`config.mk`:
```
export PLATFORM = sky130hd
export DESIGN_NAME = fixed_block_pool_allocator
export DESIGN_NICKNAME = d
export VERILOG_FILES = /design/src/hw/rtl/fbpa_pkg.sv /design/src/hw/rtl/fbpa_ctrl.sv /design/src/hw/rtl/fbpa_dp.sv /design/src/hw/rtl/fixed_block_pool_allocator.sv
export SDC_FILE = /design/constraint.sdc
export NUM_CORES = 1
export LEC_CHECK = 0
export BUFFER_PORTS_ARGS = -buffer_cell sky130_fd_sc_hd__buf_2
export CAP_MARGIN = 30
export CORE_MARGIN = 5
export CORE_UTILIZATION = 46
export CTS_BUF_LIST = sky130_fd_sc_hd__clkbuf_4 sky130_fd_sc_hd__clkbuf_8
export DETAILED_ROUTE_END_ITERATION = 16
export PLACE_DENSITY_LB_ADDON = 0.3
export SLEW_MARGIN = 10
export SYNTH_ARGS = -nofsm -noshare
export SYNTH_HDL_FRONTEND = slang
export SYNTH_SLANG_ARGS = --single-unit
```
`constraint.sdc`:
```
create_clock -name clk -period 10.44 [get_ports clk]
set_input_delay 2.088 -clock clk [delete_from_list [all_inputs] [get_ports clk]]
set_output_delay 2.088 -clock clk [all_outputs]
set_load 0.05 [all_outputs]
```
`src/hw/rtl/fbpa_pkg.sv`:
```
// Package with shared types, codes and default sizes for the fixed block pool allocator.
`timescale 1ns / 1ps
`default_nettype none

package fbpa_pkg;

  // Default pool geometry.
  localparam int unsigned DEF_SMALL_BLOCK = 16;
  localparam int unsigned DEF_SMALL_COUNT = 8;
  localparam int unsigned DEF_MID_BLOCK   = 32;
  localparam int unsigned DEF_MID_COUNT   = 8;
  localparam int unsigned DEF_LARGE_BLOCK = 64;
  localparam int unsigned DEF_LARGE_COUNT = 4;

  // Fixed layout facts.
  localparam int unsigned NUM_POOLS = 3;
  localparam int unsigned POOL_W    = 2;
  localparam int unsigned HDR_BYTES = 8;
  localparam int unsigned ADDR_W    = 24;
  localparam int unsigned SIZE_W    = 8;

  // Request kinds carried in the action field.
  localparam logic ACT_ALLOC = 1'b0;
  localparam logic ACT_FREE  = 1'b1;

  // Result status codes.
  typedef enum logic [1:0] {
    ST_OK        = 2'd0,
    ST_EMPTY     = 2'd1,
    ST_TOO_LARGE = 2'd2,
    ST_BAD_FREE  = 2'd3
  } status_t;

  // Controller states.
  typedef enum logic {
    S_IDLE = 1'b0,
    S_EXEC = 1'b1
  } state_t;

  // Commands from the controller to the datapath.
  typedef struct packed {
    logic capture;
    logic execute;
  } cmd_t;

  // Status from the datapath to the controller.
  typedef struct packed {
    logic out_busy;
  } dp_status_t;

endpackage

`default_nettype wire

```
`src/hw/rtl/fbpa_ctrl.sv`:
```
// Controller state machine that sequences capture and execution of one request beat.
`timescale 1ns / 1ps
`default_nettype none

module fbpa_ctrl (
  input  logic                clk,
  input  logic                rst_n,
  input  logic                in_valid,
  input  fbpa_pkg::dp_status_t dp_status,
  output fbpa_pkg::cmd_t      cmd,
  output logic                in_stall
);
  import fbpa_pkg::*;

  state_t state_r;
  state_t state_nxt;

  // State register.
  always_ff @(posedge clk) begin
    if (!rst_n) begin
      state_r <= S_IDLE;
    end else begin
      state_r <= state_nxt;
    end
  end

  // Next state: take a beat when idle, execute once the result register can take it.
  always_comb begin
    state_nxt = state_r;
    unique case (state_r)
      S_IDLE: begin
        if (in_valid) begin
          state_nxt = S_EXEC;
        end
      end
      S_EXEC: begin
        if (!dp_status.out_busy) begin
          state_nxt = S_IDLE;
        end
      end
      default: state_nxt = S_IDLE;
    endcase
  end

  // Outputs.
  always_comb begin
    cmd      = '0;
    in_stall = 1'b1;
    unique case (state_r)
      S_IDLE: begin
        in_stall    = 1'b0;
        cmd.capture = in_valid;
      end
      S_EXEC: begin
        cmd.execute = !dp_status.out_busy;
      end
      default: begin
        in_stall = 1'b1;
      end
    endcase
  end

endmodule

`default_nettype wire

```
`src/hw/rtl/fbpa_dp.sv`:
```
// Datapath with the free lists, pool heads, address decode and result register.
`timescale 1ns / 1ps
`default_nettype none

module fbpa_dp #(
  parameter int unsigned SMALL_BLOCK = fbpa_pkg::DEF_SMALL_BLOCK,
  parameter int unsigned SMALL_COUNT = fbpa_pkg::DEF_SMALL_COUNT,
  parameter int unsigned MID_BLOCK   = fbpa_pkg::DEF_MID_BLOCK,
  parameter int unsigned MID_COUNT   = fbpa_pkg::DEF_MID_COUNT,
  parameter int unsigned LARGE_BLOCK = fbpa_pkg::DEF_LARGE_BLOCK,
  parameter int unsigned LARGE_COUNT = fbpa_pkg::DEF_LARGE_COUNT
) (
  input  logic                                  clk,
  input  logic                                  rst_n,
  input  fbpa_pkg::cmd_t                        cmd,
  output fbpa_pkg::dp_status_t                  dp_status,
  input  logic                                  cfg_we,
  input  logic [fbpa_pkg::ADDR_W-1:0]           cfg_wdata,
  input  logic                                  in_action,
  input  logic [fbpa_pkg::SIZE_W-1:0]           in_req_size,
  input  logic [fbpa_pkg::ADDR_W-1:0]           in_release_addr,
  output logic                                  out_valid,
  input  logic                                  out_stall,
  output logic [1:0]                            out_status,
  output logic [fbpa_pkg::ADDR_W-1:0]           out_block_addr
);
  import fbpa_pkg::*;

  localparam int unsigned TOTAL  = SMALL_COUNT + MID_COUNT + LARGE_COUNT;
  localparam int unsigned LINK_W = $clog2(TOTAL + 1);
  localparam int unsigned IDX_W  = $clog2(TOTAL);
  localparam int unsigned MAX_COUNT =
    (SMALL_COUNT > MID_COUNT) ?
      ((SMALL_COUNT > LARGE_COUNT) ? SMALL_COUNT : LARGE_COUNT) :
      ((MID_COUNT > LARGE_COUNT) ? MID_COUNT : LARGE_COUNT);
  localparam int unsigned K_W = $clog2(MAX_COUNT + 1);
  localparam logic [LINK_W-1:0] NULL_LINK = LINK_W'(TOTAL);

  localparam int unsigned SIZE  [NUM_POOLS] = '{SMALL_BLOCK, MID_BLOCK, LARGE_BLOCK};
  localparam int unsigned COUNT [NUM_POOLS] = '{SMALL_COUNT, MID_COUNT, LARGE_COUNT};
  localparam int unsigned FIRST [NUM_POOLS] = '{0, SMALL_COUNT, SMALL_COUNT + MID_COUNT};
  localparam int unsigned OFFSET[NUM_POOLS] = '{0, SMALL_COUNT * SMALL_BLOCK,
                                                SMALL_COUNT * SMALL_BLOCK
                                                + MID_COUNT * MID_BLOCK};
  localparam int unsigned SPAN  [NUM_POOLS] = '{SMALL_COUNT * SMALL_BLOCK,
                                                MID_COUNT * MID_BLOCK,
                                                LARGE_COUNT * LARGE_BLOCK};

  // Configuration and captured request.
  logic [ADDR_W-1:0] area_base_r;
  logic              act_r;
  logic [SIZE_W-1:0] req_r;
  logic [ADDR_W-1:0] rel_r;

  // Free list state.
  logic [LINK_W-1:0] link_r [TOTAL];
  logic [LINK_W-1:0] head_r [NUM_POOLS];

  // Result register.
  logic              out_valid_r;
  status_t           out_status_r;
  logic [ADDR_W-1:0] out_addr_r;

  // Allocate decode.
  logic              a_hit;
  logic [POOL_W-1:0] a_pool;
  logic [LINK_W-1:0] a_head;
  logic [IDX_W-1:0]  a_idx;
  logic              a_empty;
  logic [LINK_W-1:0] a_k_full;
  logic [K_W-1:0]    a_k;
  logic [ADDR_W-1:0] a_addr;

  // Free decode.
  logic [ADDR_W-1:0] f_off;
  logic              f_hit;
  logic [POOL_W-1:0] f_pool;
  logic [ADDR_W-1:0] f_roff;
  logic              f_ok;
  logic [IDX_W-1:0]  f_idx;

  assign dp_status.out_busy = out_valid_r && out_stall;
  assign out_valid          = out_valid_r;
  assign out_status         = out_status_r;
  assign out_block_addr     = out_addr_r;

  // Pick the first pool whose payload fits, then form the granted address.
  always_comb begin
    a_hit  = 1'b0;
    a_pool = '0;
    for (int p = 0; p < NUM_POOLS; p++) begin
      if (!a_hit && (32'(req_r) <= SIZE[p] - HDR_BYTES)) begin
        a_hit  = 1'b1;
        a_pool = POOL_W'(p);
      end
    end
    a_head   = head_r[a_pool];
    a_idx    = a_head[IDX_W-1:0];
    a_empty  = (a_head == NULL_LINK);
    a_k_full = a_head - LINK_W'(FIRST[a_pool]);
    a_k      = a_k_full[K_W-1:0];
    a_addr   = area_base_r + ADDR_W'(OFFSET[a_pool])
             + ADDR_W'(32'(a_k) * SIZE[a_pool]) + ADDR_W'(HDR_BYTES);
  end

  // Locate the pool that holds the freed address and match a block start.
  always_comb begin
    f_off  = rel_r - area_base_r - ADDR_W'(HDR_BYTES);
    f_hit  = 1'b0;
    f_pool = '0;
    for (int p = 0; p < NUM_POOLS; p++) begin
      if (!f_hit && (f_off >= ADDR_W'(OFFSET[p]))
          && ((f_off - ADDR_W'(OFFSET[p])) < ADDR_W'(SPAN[p]))) begin
        f_hit  = 1'b1;
        f_pool = POOL_W'(p);
      end
    end
    f_roff = f_off - ADDR_W'(OFFSET[f_pool]);
    f_ok   = 1'b0;
    f_idx  = '0;
    for (int j = 0; j < MAX_COUNT; j++) begin
      if (f_hit && (j < COUNT[f_pool]) && (f_roff == ADDR_W'(j * SIZE[f_pool]))) begin
        f_ok  = 1'b1;
        f_idx = IDX_W'(FIRST[f_pool] + j);
      end
    end
  end

  // Configuration register.
  always_ff @(posedge clk) begin
    if (!rst_n) begin
      area_base_r <= '0;
    end else if (cfg_we) begin
      area_base_r <= cfg_wdata;
    end
  end

  // Capture the request beat.
  always_ff @(posedge clk) begin
    if (cmd.capture) begin
      act_r <= in_action;
      req_r <= in_req_size;
      rel_r <= in_release_addr;
    end
  end

  // Free lists: rebuilt as ascending chains on reset, updated on execute.
  always_ff @(posedge clk) begin
    if (!rst_n) begin
      for (int i = 0; i < TOTAL; i++) begin
        if ((i == FIRST[1] - 1) || (i == FIRST[2] - 1) || (i == TOTAL - 1)) begin
          link_r[i] <= NULL_LINK;
        end else begin
          link_r[i] <= LINK_W'(i + 1);
        end
      end
      for (int p = 0; p < NUM_POOLS; p++) begin
        head_r[p] <= LINK_W'(FIRST[p]);
      end
    end else if (cmd.execute) begin
      if (act_r == ACT_ALLOC) begin
        if (a_hit && !a_empty) begin
          head_r[a_pool] <= link_r[a_idx];
          link_r[a_idx]  <= NULL_LINK;
        end
      end else if (f_ok) begin
        link_r[f_idx]  <= head_r[f_pool];
        head_r[f_pool] <= LINK_W'(f_idx);
      end
    end
  end

  // Result valid flag.
  always_ff @(posedge clk) begin
    if (!rst_n) begin
      out_valid_r <= 1'b0;
    end else if (cmd.execute) begin
      out_valid_r <= 1'b1;
    end else if (!out_stall) begin
      out_valid_r <= 1'b0;
    end
  end

  // Result payload.
  always_ff @(posedge clk) begin
    if (cmd.execute) begin
      if (act_r == ACT_ALLOC) begin
        if (!a_hit) begin
          out_status_r <= ST_TOO_LARGE;
          out_addr_r   <= '0;
        end else if (a_empty) begin
          out_status_r <= ST_EMPTY;
          out_addr_r   <= '0;
        end else begin
          out_status_r <= ST_OK;
          out_addr_r   <= a_addr;
        end
      end else begin
        out_status_r <= f_ok ? ST_OK : ST_BAD_FREE;
        out_addr_r   <= '0;
      end
    end
  end

endmodule

`default_nettype wire

```
`src/hw/rtl/fixed_block_pool_allocator.sv`:
```
// Top level of the fixed block pool allocator: controller plus datapath.
// Sequence: a request beat is captured in the idle state, then executed in the exec state
// once the result register can take it; the result is registered and presented.
// A new request is taken only after the current one executes, as set by the capture
// then execute sequence around one read-modify-write of a pool head and its link entry.
// Reset (synchronous, active low) rebuilds every free list and clears the area base
// to zero; no clearing pass is needed.
`timescale 1ns / 1ps
`default_nettype none

module fixed_block_pool_allocator #(
  parameter int unsigned SMALL_BLOCK = fbpa_pkg::DEF_SMALL_BLOCK,
  parameter int unsigned SMALL_COUNT = fbpa_pkg::DEF_SMALL_COUNT,
  parameter int unsigned MID_BLOCK   = fbpa_pkg::DEF_MID_BLOCK,
  parameter int unsigned MID_COUNT   = fbpa_pkg::DEF_MID_COUNT,
  parameter int unsigned LARGE_BLOCK = fbpa_pkg::DEF_LARGE_BLOCK,
  parameter int unsigned LARGE_COUNT = fbpa_pkg::DEF_LARGE_COUNT
) (
  input  logic                        clk,
  input  logic                        rst_n,
  input  logic                        cfg_we,
  input  logic [fbpa_pkg::ADDR_W-1:0] cfg_wdata,
  input  logic                        in_valid,
  output logic                        in_stall,
  input  logic                        in_action,
  input  logic [fbpa_pkg::SIZE_W-1:0] in_req_size,
  input  logic [fbpa_pkg::ADDR_W-1:0] in_release_addr,
  output logic                        out_valid,
  input  logic                        out_stall,
  output logic [1:0]                  out_status,
  output logic [fbpa_pkg::ADDR_W-1:0] out_block_addr
);
  import fbpa_pkg::*;

  cmd_t       cmd;
  dp_status_t dp_status;

  // Sequencer.
  fbpa_ctrl u_ctrl (
    .clk       (clk),
    .rst_n     (rst_n),
    .in_valid  (in_valid),
    .dp_status (dp_status),
    .cmd       (cmd),
    .in_stall  (in_stall)
  );

  // Free lists and address logic.
  fbpa_dp #(
    .SMALL_BLOCK (SMALL_BLOCK),
    .SMALL_COUNT (SMALL_COUNT),
    .MID_BLOCK   (MID_BLOCK),
    .MID_COUNT   (MID_COUNT),
    .LARGE_BLOCK (LARGE_BLOCK),
    .LARGE_COUNT (LARGE_COUNT)
  ) u_dp (
    .clk             (clk),
    .rst_n           (rst_n),
    .cmd             (cmd),
    .dp_status       (dp_status),
    .cfg_we          (cfg_we),
    .cfg_wdata       (cfg_wdata),
    .in_action       (in_action),
    .in_req_size     (in_req_size),
    .in_release_addr (in_release_addr),
    .out_valid       (out_valid),
    .out_stall       (out_stall),
    .out_status      (out_status),
    .out_block_addr  (out_block_addr)
  );

endmodule

`default_nettype wire
```
* Word-level counts from Yosys, hierarchy flattened
Memories as Yosys holds them, arrays and structs flattened.
Index checks and enable logic that the tools add are counted.
** Operators by class
- Add/sub/neg operators :: 16
- Multipliers :: 5
- Div/mod/pow operators :: 0
- Magnitude comparators :: 19
- Equality and inequality tests :: 9
- Shift-type cells :: 0
- Multiplexer cells :: 82
- Bitwise operators :: 4
- Reductions and logical operators :: 37
** Operators with widths (count)
- $bmux W32 S2 :: 7
- $mux W32 :: 6
- $eq A24 B24 Y1 :: 7
- $lt A3 B32 Y1 const A :: 4
- $mux W24 :: 4
- $mux W5 :: 16
- $lt A1 B32 Y1 const A :: 2
- $lt A2 B32 Y1 const A :: 2
- $mul A3 B32 Y24 const A :: 2
- $add A24 B24 Y24 :: 2
- $lt A24 B9 Y1 const B :: 2
- $sub A24 B24 Y24 :: 2
- $mux W1 :: 39
- $mul A2 B32 Y23 const A :: 1
- $mul A2 B32 Y24 const A :: 1
- $mul A4 B32 Y24 :: 1
- $logic_and A1 B1 Y1 :: 25
- $add A24 B4 Y24 const B :: 1
- $ge A24 B1 Y1 const B :: 1
- $ge A24 B8 Y1 const B :: 1
- $ge A24 B9 Y1 const B :: 1
- $logic_not A24 Y1 :: 1
- $lt A24 B8 Y1 const B :: 1
- $sub A24 B4 Y24 const B :: 1
- other kinds (20) :: 42
** Word-level totals
- Flip-flop bits (word level) :: 85
- Bits in latches :: 0
- Bits in writable memories :: 115
- Bits in read-only memories :: 0
- Input port bits :: 62
- Output and inout bits :: 28
- Word-level logic and storage cells :: 182
- Memories :: 2
** Memories
- u_dp.link_r :: depth 20, bits a word 5, rd ports 1, clocked after memory_dff 0, write ports 20, RTL line fbpa_dp.sv:56 : logic [LINK_W-1:0] link_r [TOTAL];
- u_dp.head_r :: depth 3, bits a word 5, rd ports 2, clocked after memory_dff 0, write ports 3, RTL line fbpa_dp.sv:57 : logic [LINK_W-1:0] head_r [NUM_POOLS];

* Logic depth before layout (Yosys ltp)
Gate-level depths: netlist (run 1).
- Depth in word-level cells :: 35
- Mapped depth :: 33
- Mapped depth without buffers :: 31

* Hierarchy
A second synthesis (run 1) with hierarchy kept.
** Second synthesis, totals
- Cells, all modules :: 1436
- Area, all modules :: 15830.2 um2
** By module, submodules not included
- fbpa_dp :: instances 1, cells an instance 1431, area each 15783.9 um2, seq. area each 7677.4 um2
- fbpa_ctrl :: instances 1, cells an instance 5, area each 46.3 um2, seq. area each 20.0 um2

* Least setup slack after synthesis (run 1)
Ideal clock, no wire load.
- Path type :: register -> register
- From :: reg u_dp.area_base_r[1]
- To :: mem u_dp.link_r[8][0] (netlist name) (enable)
- Library setup time :: 0.376 ns
- Arrival :: 7.779 ns
- Data required time :: 10.064 ns
- Slack :: 2.285 ns
- Cell stages (with the launch flop) :: 29
- Path buffers :: 2
- Clock period less this slack :: 8.155 ns
- Path through :: dfxtp_1 > inv_1 > ha_1 > ha_1 > fa_1 > a21o_1 > a221o_1 > and4_4 > or3_4 > a2111oi_4 > buf_4 > a31oi_1 > a2111oi_4 > nand4_4 > o22ai_4 > inv_1 > ha_1 > o21a_1 > nor2_1 > nand2_1 > o31a_1 > or4b_1 > or3b_1 > nor3_1 > a21oi_1 > o21ai_1 > nand2_1 > buf_2 > o31ai_1
** RTL lines
- start: declaration :: RTL line fbpa_dp.sv:50 : logic [ADDR_W-1:0] area_base_r;
- start signal: assignment :: RTL line fbpa_dp.sv:134 : area_base_r <= cfg_wdata;
- end: declaration :: RTL line fbpa_dp.sv:56

==> results of run 1 <==
-- worst max-delay path by stage --
stage                                            end  slack (ns)  cells after the start
global route        u_dp.link_r[16][0]$_SDFFCE_PN1P_      -0.007                     28
CTS                 u_dp.link_r[18][4]$_SDFFCE_PN1P_        0.58                     29
detailed placement  u_dp.link_r[18][1]$_SDFFCE_PN1P_        0.64                     29
finish              u_dp.link_r[10][1]$_SDFFCE_PN1P_        0.59                     27
floorplan            u_dp.link_r[8][0]$_SDFFCE_PN1P_        2.29                     28
global placement    u_dp.link_r[16][2]$_SDFFCE_PN0P_        0.84                     28
-- registers in the layout, indices dropped and copies added, names as in the netlist --
signal and count:
u_dp.link_r 160, u_dp.area_base_r 24, u_dp.out_block_addr 24, u_dp.rel_r 24, u_dp.head_r 20, u_dp.req_r 8
u_dp.out_status 2, u_ctrl.state_r 1, u_dp.act_r 1, u_dp.out_valid 1
-- routing by layer --
metal,vias to the layer above,routed length (um),GRT usage [%]
li1,5467,-,-
met2,527,19080,33.86
met5,-,0,0
met1,5672,17430,29.37
met3,99,3297,4.259
met4,0,1336,7.500
-- cells in the final DEF (no fill, tap or decap), types with 25 or more instances in the layout --
cell type  Yosys  routed
a21oi_1       59      59
and2_1        25      25
buf_2          9      89
clkbuf_8       0      43
dfxtp_1       26      26
edfxtp_1     239     239
ha_1          75      75
inv_1        107     107
mux2i_1       48      48
mux4_2        36      36
nand2_1      127     126
nand3_1       44      44
nor2_1       113     113
nor2b_1       42      41
nor3_1        50      49
xnor2_1       26      26
-- power by group through the flow --
stage | Sequential (mW) | Combinational, mW | Clock [mW]
floorplan | 1.25 | 0.456 | 0
CTS | 1.21 | 0.650 | 0.873
finish | 1.21 | 0.658 | 0.857
global placement | 1.23 | 0.646 | 0
global route | 1.21 | 0.721 | 0.929
detailed placement | 1.23 | 0.646 | 0
-- cell families (layout without fill, tap and decap cells) --
logic type | count (synthesis) | after routing | share of synthesized area, %
other | 1 | 11 | 0.02391
adders and majority gates | 84 | 84 | 7.131
muxes | 93 | 93 | 8.894
DFF | 265 | 265 | 49.07
xor gates and xnor gates | 42 | 42 | 2.345
and+or+nand+nor | 517 | 517 | 17.09
AOI/OAI and AO/OA | 242 | 242 | 11.14
buffers and inverters | 174 | 295 | 4.308
-- cell type report --
class,count,area (um^2),area share [%]
clock inverters,15,76.32,0.4361
diodes,1,2.502,0.01430
multi-input cells,988,7405,42.31
clock buffers,61,726.9,4.154
flip-flops and latches,265,7697,43.98
repair buffers,112,630.6,3.603
well taps,448,560.5,3.203
inverters,107,401.6,2.295
-- worst reg2reg max path, cell delays in order, from the launching register on --
cell and delay [ns]:
dfxtp_1 0.35, inv_1 0.06, ha_1 0.29, ha_1 0.25, fa_1 0.42, a21o_1 0.21, a221o_1 0.35, and4_4 0.22
or3_4 0.40, a2111oi_4 0.70, nand2_1 0.16, o41ai_1 0.54, nand4_4 0.26, o22ai_4 0.34, inv_1 0.17, ha_1 0.45
o21a_1 0.24, nor2_1 0.27, nand2_1 0.12, o31a_1 0.27, or4b_1 0.64, or3b_1 0.45, nor4_1 0.34, a21oi_1 0.20
o21ai_1 0.48, nand2_1 0.54, nor4_4 0.53, nand2b_1 0.30
-- repair_timing --
action / CTS / global route
hold buffers: 0 / 0
resized for setup: 0 / 16
endpoints found under the setup margin: 0 / 90
hold endpoints to repair: 0 / 0
==> out/results.tsv, run 1 <==
metric	value	unit
p_switching	0.8558	mW
path_delay_family	simple AND/OR/NAND/NOR gates	
worst_pin_slew	0.9222	ns
yosys_most_used_dff	edfxtp_1	
leakagePower	6.510	nW
p_sw_share	31.40	%
final_area	17500	um^2
grt_usage	21.32	%
rsz0062_at_grt	true	
slew_headroom	38.35	%
fillers	2966	
place_inst	1920	
fin_crit_sh	94.35	%
cts_sinks	265	
ir_worst_vdd	0.1362	mV
yosysTopAreaCellShare	45.76	%
antenna_found_initial	2	
whs_path_depth	2	
crit_type	reg -> reg	
preCtsSetupSlack	0.6387	ns
ant_nets	0	
crit_fanout	16	
arrival	10.11	ns
cts_setup_buffers	0	
dr.pass1.iters	8	
cp-startpoint	u_dp.area_base_r[1]$_SDFFE_PN0P_	
grt-ovfl-total	0	
power_frac_seq	44.4	%
intPower	1.870	mW
ios	90	
finalMaxSlewViolations	0	
cts_made_buffers	42	
reg2reg_from	u_dp.area_base_r[1]$_SDFFE_PN0P_	
yosysWarnings	0	
die-area	37890	um^2
stdcell_count	1997	
avgViaCountPerCell	5.891	
die_h	194.7	um
h-tree-depth	2	
synth_edf_count	239	
grt_pass1_wl	64470	um
numPortBuffers	89	
crit_required	10.70	ns
clockBufferDepth	3	
reg2reg_slack	0.59	ns
wl_per_cell	20.60	um
grt_max_degree	53	
synth_cells	1418	
synth.ff_latch_count	265	
vias	11770	
r2r-end	u_dp.link_r[10][1]$_SDFFCE_PN1P_	
avgSynthCellArea	11.06	um^2
setup_viol	0	
grt_pass1_vias	11630	
cp_num_buf_inv	2	
yosys-top-cells-area	edfxtp_1 (46%), ha_1 (6.0%), mux4_2 (5.2%)	
final.setup.tns	0	ns
hold_path.class	reg -> reg	
routabilityCongestion	0.9320	
outcome	finished clean	
nets	1662	
fin_ws	0.5898	ns
final_layout_size_suffix_gt1_share	17.57	%
synth_area	15690	um^2
coreArea	33620	um^2
cts.clk_slew.worst_paths	0.06	ns
drc	0	
power_density	155.7	nW/um^2
fin_crit	9.850	ns
die_width	194.7	um
cp-start-kind	register	
drtIter0Drc	1126	
wirelength	41150	um
hold_slack	0.5305	ns
cts-root-buf	clkbuf_8	
pwr-share-comb	24.1	%
num_rows	67	
slowest_delay	0.70	ns
initial_core_util	46.66	%
final_util	52.06	%
synthTopCellsByCount	edfxtp_1 (239), nand2_1 (127), nor2_1 (113)	
clk_latency	0.57	ns
min_to	u_dp.area_base_r[2]$_SDFFE_PN0P_	
clock.fmax	101.5	MHz
cap_violations	0	
seq_area_frac_synth	49.07	%
ys_types	99	
dpl_cell_area	16690	um^2
cts_tree	done	
area_delta_synth_final	11.57	%
synthArstFlopShare	0	%
endpoint_kind	register	
yosysMostFrequentCell	edfxtp_1	
crit_slowest_cell	a2111oi_4	
p_clk_share	31.5	%
timing.final.hold_violations	0	
rr_worst_depth	27	
total_power	2.726	mW
synth_area_leader_cell	edfxtp_1	
hpwl	30540	um
fin_skew	0.02997	ns
min-delay-start	u_dp.area_base_r[2]$_SDFFE_PN0P_	
No activity file was read; power rests on OpenSTA's default activity.
==> inputs of run 2 (changes only) <==
- PLACE_DENSITY: default -> 0.71
- PLACE_DENSITY_LB_ADDON: 0.3 -> default
==> run 2 against run 1 <==
  * Wire length up 1.3%
  * Final cell count grew 0.40%
  * Critical path depth increased by 1
  * Via count increased by 0.20%
  * First-iteration DRC count is essentially flat
  * Count of clock-buffer cells in the layout is 4 lower
  * Worst setup slack improved by 0.14 ns
  * Critical endpoint is now u_dp.link_r[13][0]$_SDFFCE_PN0P_
==> out/results.tsv, run 2 (synthesized netlist as in run 1, its figures left out) <==
metric	value	unit
avgViaCountPerCell	5.880	
cap_violations	0	
cts.clk_slew.worst_paths	0.06	ns
die_h	194.7	um
register_area	7697	um^2
path_common_cell	nand2_1	
routabilityCongestion	0.9253	
leakagePower	6.573	nW
ir_worst_vdd	0.1037	mV
clock.fmax	102.9	MHz
crit_required	10.69	ns
die_width	194.7	um
layout_common_cells	edfxtp_1 (239), nand2_1 (126), nor2_1 (112), inv_1 (107), buf_2 (89)	
coreArea	33620	um^2
outcome	finished clean	
regMostFlops	u_dp.link_r	
min-delay-start	u_dp.area_base_r[2]$_SDFFE_PN0P_	
finalMaxSlewViolations	0	
drtIter0Drc	1125	
fin_crit	9.714	ns
crit_fanout	19	
cts_sinks	265	
cts-root-buf	clkbuf_8	
timing.final.hold_violations	0	
cp-start-kind	register	
endpoint_kind	register	
grt_max_degree	53	
antenna_found_initial	1	
num_rows	67	
grt-ovfl-total	0	
slowest_delay	0.65	ns
ant_nets	0	
fin_crit_sh	93.05	%
hpwl	30530	um
fillers	2921	
h-tree-depth	2	
multi_input_area	7423	um^2
slew_headroom	26.83	%
wirelength	41690	um
cts_made_buffers	44	
final.setup.tns	0	ns
cts_tree	done	
hold_path.class	reg -> reg	
vias	11790	
numPortBuffers	89	
die-area	37890	um^2
drc	0	
area_delta_synth_final	12.38	%
clockBufferDepth	3	
crit_slowest_cell	a211o_1	
dr.pass1.iters	5	
grt_pass1_wl	65260	um
nets	1668	
rsz0062_at_grt	false	
crit_type	reg -> reg	
clk_latency	0.59	ns
setup_viol	0	
fin_skew	0.04576	ns
ios	90	
total_power	2.790	mW
arrival	9.96	ns
grt_usage	21.72	%
initial_core_util	46.66	%
worst_pin_slew	1.097	ns
final_layout_size_suffix_gt1_share	18.32	%
cp-startpoint	u_dp.area_base_r[1]$_SDFFE_PN0P_	
grt_pass1_vias	11610	
largest_reg_flops	160	
wl_per_cell	20.80	um
postCtsHoldBufs	0	
power_density	158.3	nW/um^2
layout_commonest_cell	edfxtp_1	
reg2reg_from	u_dp.area_base_r[1]$_SDFFE_PN0P_	
## run 2: layout make-up
type                            instances  area share [%]
Timing Repair Buffer                  116           3.776
Clock inverter                         23          0.9086
Inverter                              107           2.279
Tap cell                              448           3.180
Sequential cell                       265           43.67
Multi-Input combinational cell        988           42.11
Clock buffer                           57           4.060
Antenna cell                            1         0.01420
## run 2: what timing repair did
action | CTS | global route
setup endpoints to repair | 0 | 167
gates resized for setup | 0 | 22
buffers inserted | 0 | 3
## run 2: final timing paths
check | slack [ns] | to | cells after the start
min | 0.52 | u_dp.area_base_r[2]$_SDFFE_PN0P_ | 2
max | 0.73 | u_dp.link_r[13][0]$_SDFFCE_PN0P_ | 28
min reg2reg | 0.52 | u_dp.area_base_r[2]$_SDFFE_PN0P_ | 2
max reg2reg | 0.73 | u_dp.link_r[13][0]$_SDFFCE_PN0P_ | 28
## run 2: power breakdown
| part | switching (mW) | internal (mW) |
|---|---|---|
| registers | 0.0213 | 1.19 |
| logic | 0.437 | 0.233 |
| clock network | 0.429 | 0.480 |
| total | 0.888 | 1.90 |
## run 2: worst max-delay path, delay by kind of cell (launching register included)
kind	cells	cell delay, ns
compound gates	10	4.09
simple gates	12	3.32
fa+ha+maj	4	1.41
flops	1	0.33
buf+inv	2	0.22
## run 2: per-stage QoR
stage / std cells / utilization [%] / setup slack [ns] / area (um^2) / hold slack (ns)
floorplan: 1427 / - / 2.285 / 15720 / 0.4826
global placement: 1919 / 49.58 / 0.7652 / 16670 / 0.4997
detailed placement: 1920 / 49.64 / 0.5042 / 16690 / 0.5065
CTS: 2000 / 52.25 / 0.4245 / 17560 / 0.5228
global route: 2005 / 52.44 / 0.05065 / 17630 / 0.5433
finish: 2005 / 52.44 / 0.7255 / 17630 / 0.5205
## run 2: metal layers
metal	global-route usage, %	vias to the layer above	wire length (um)
li1	-	5491	-
met1	29.85	5674	17580
met2	35.18	513	19500
met3	3.757	111	3271
met4	7.266	0	1339
met5	0	-	0
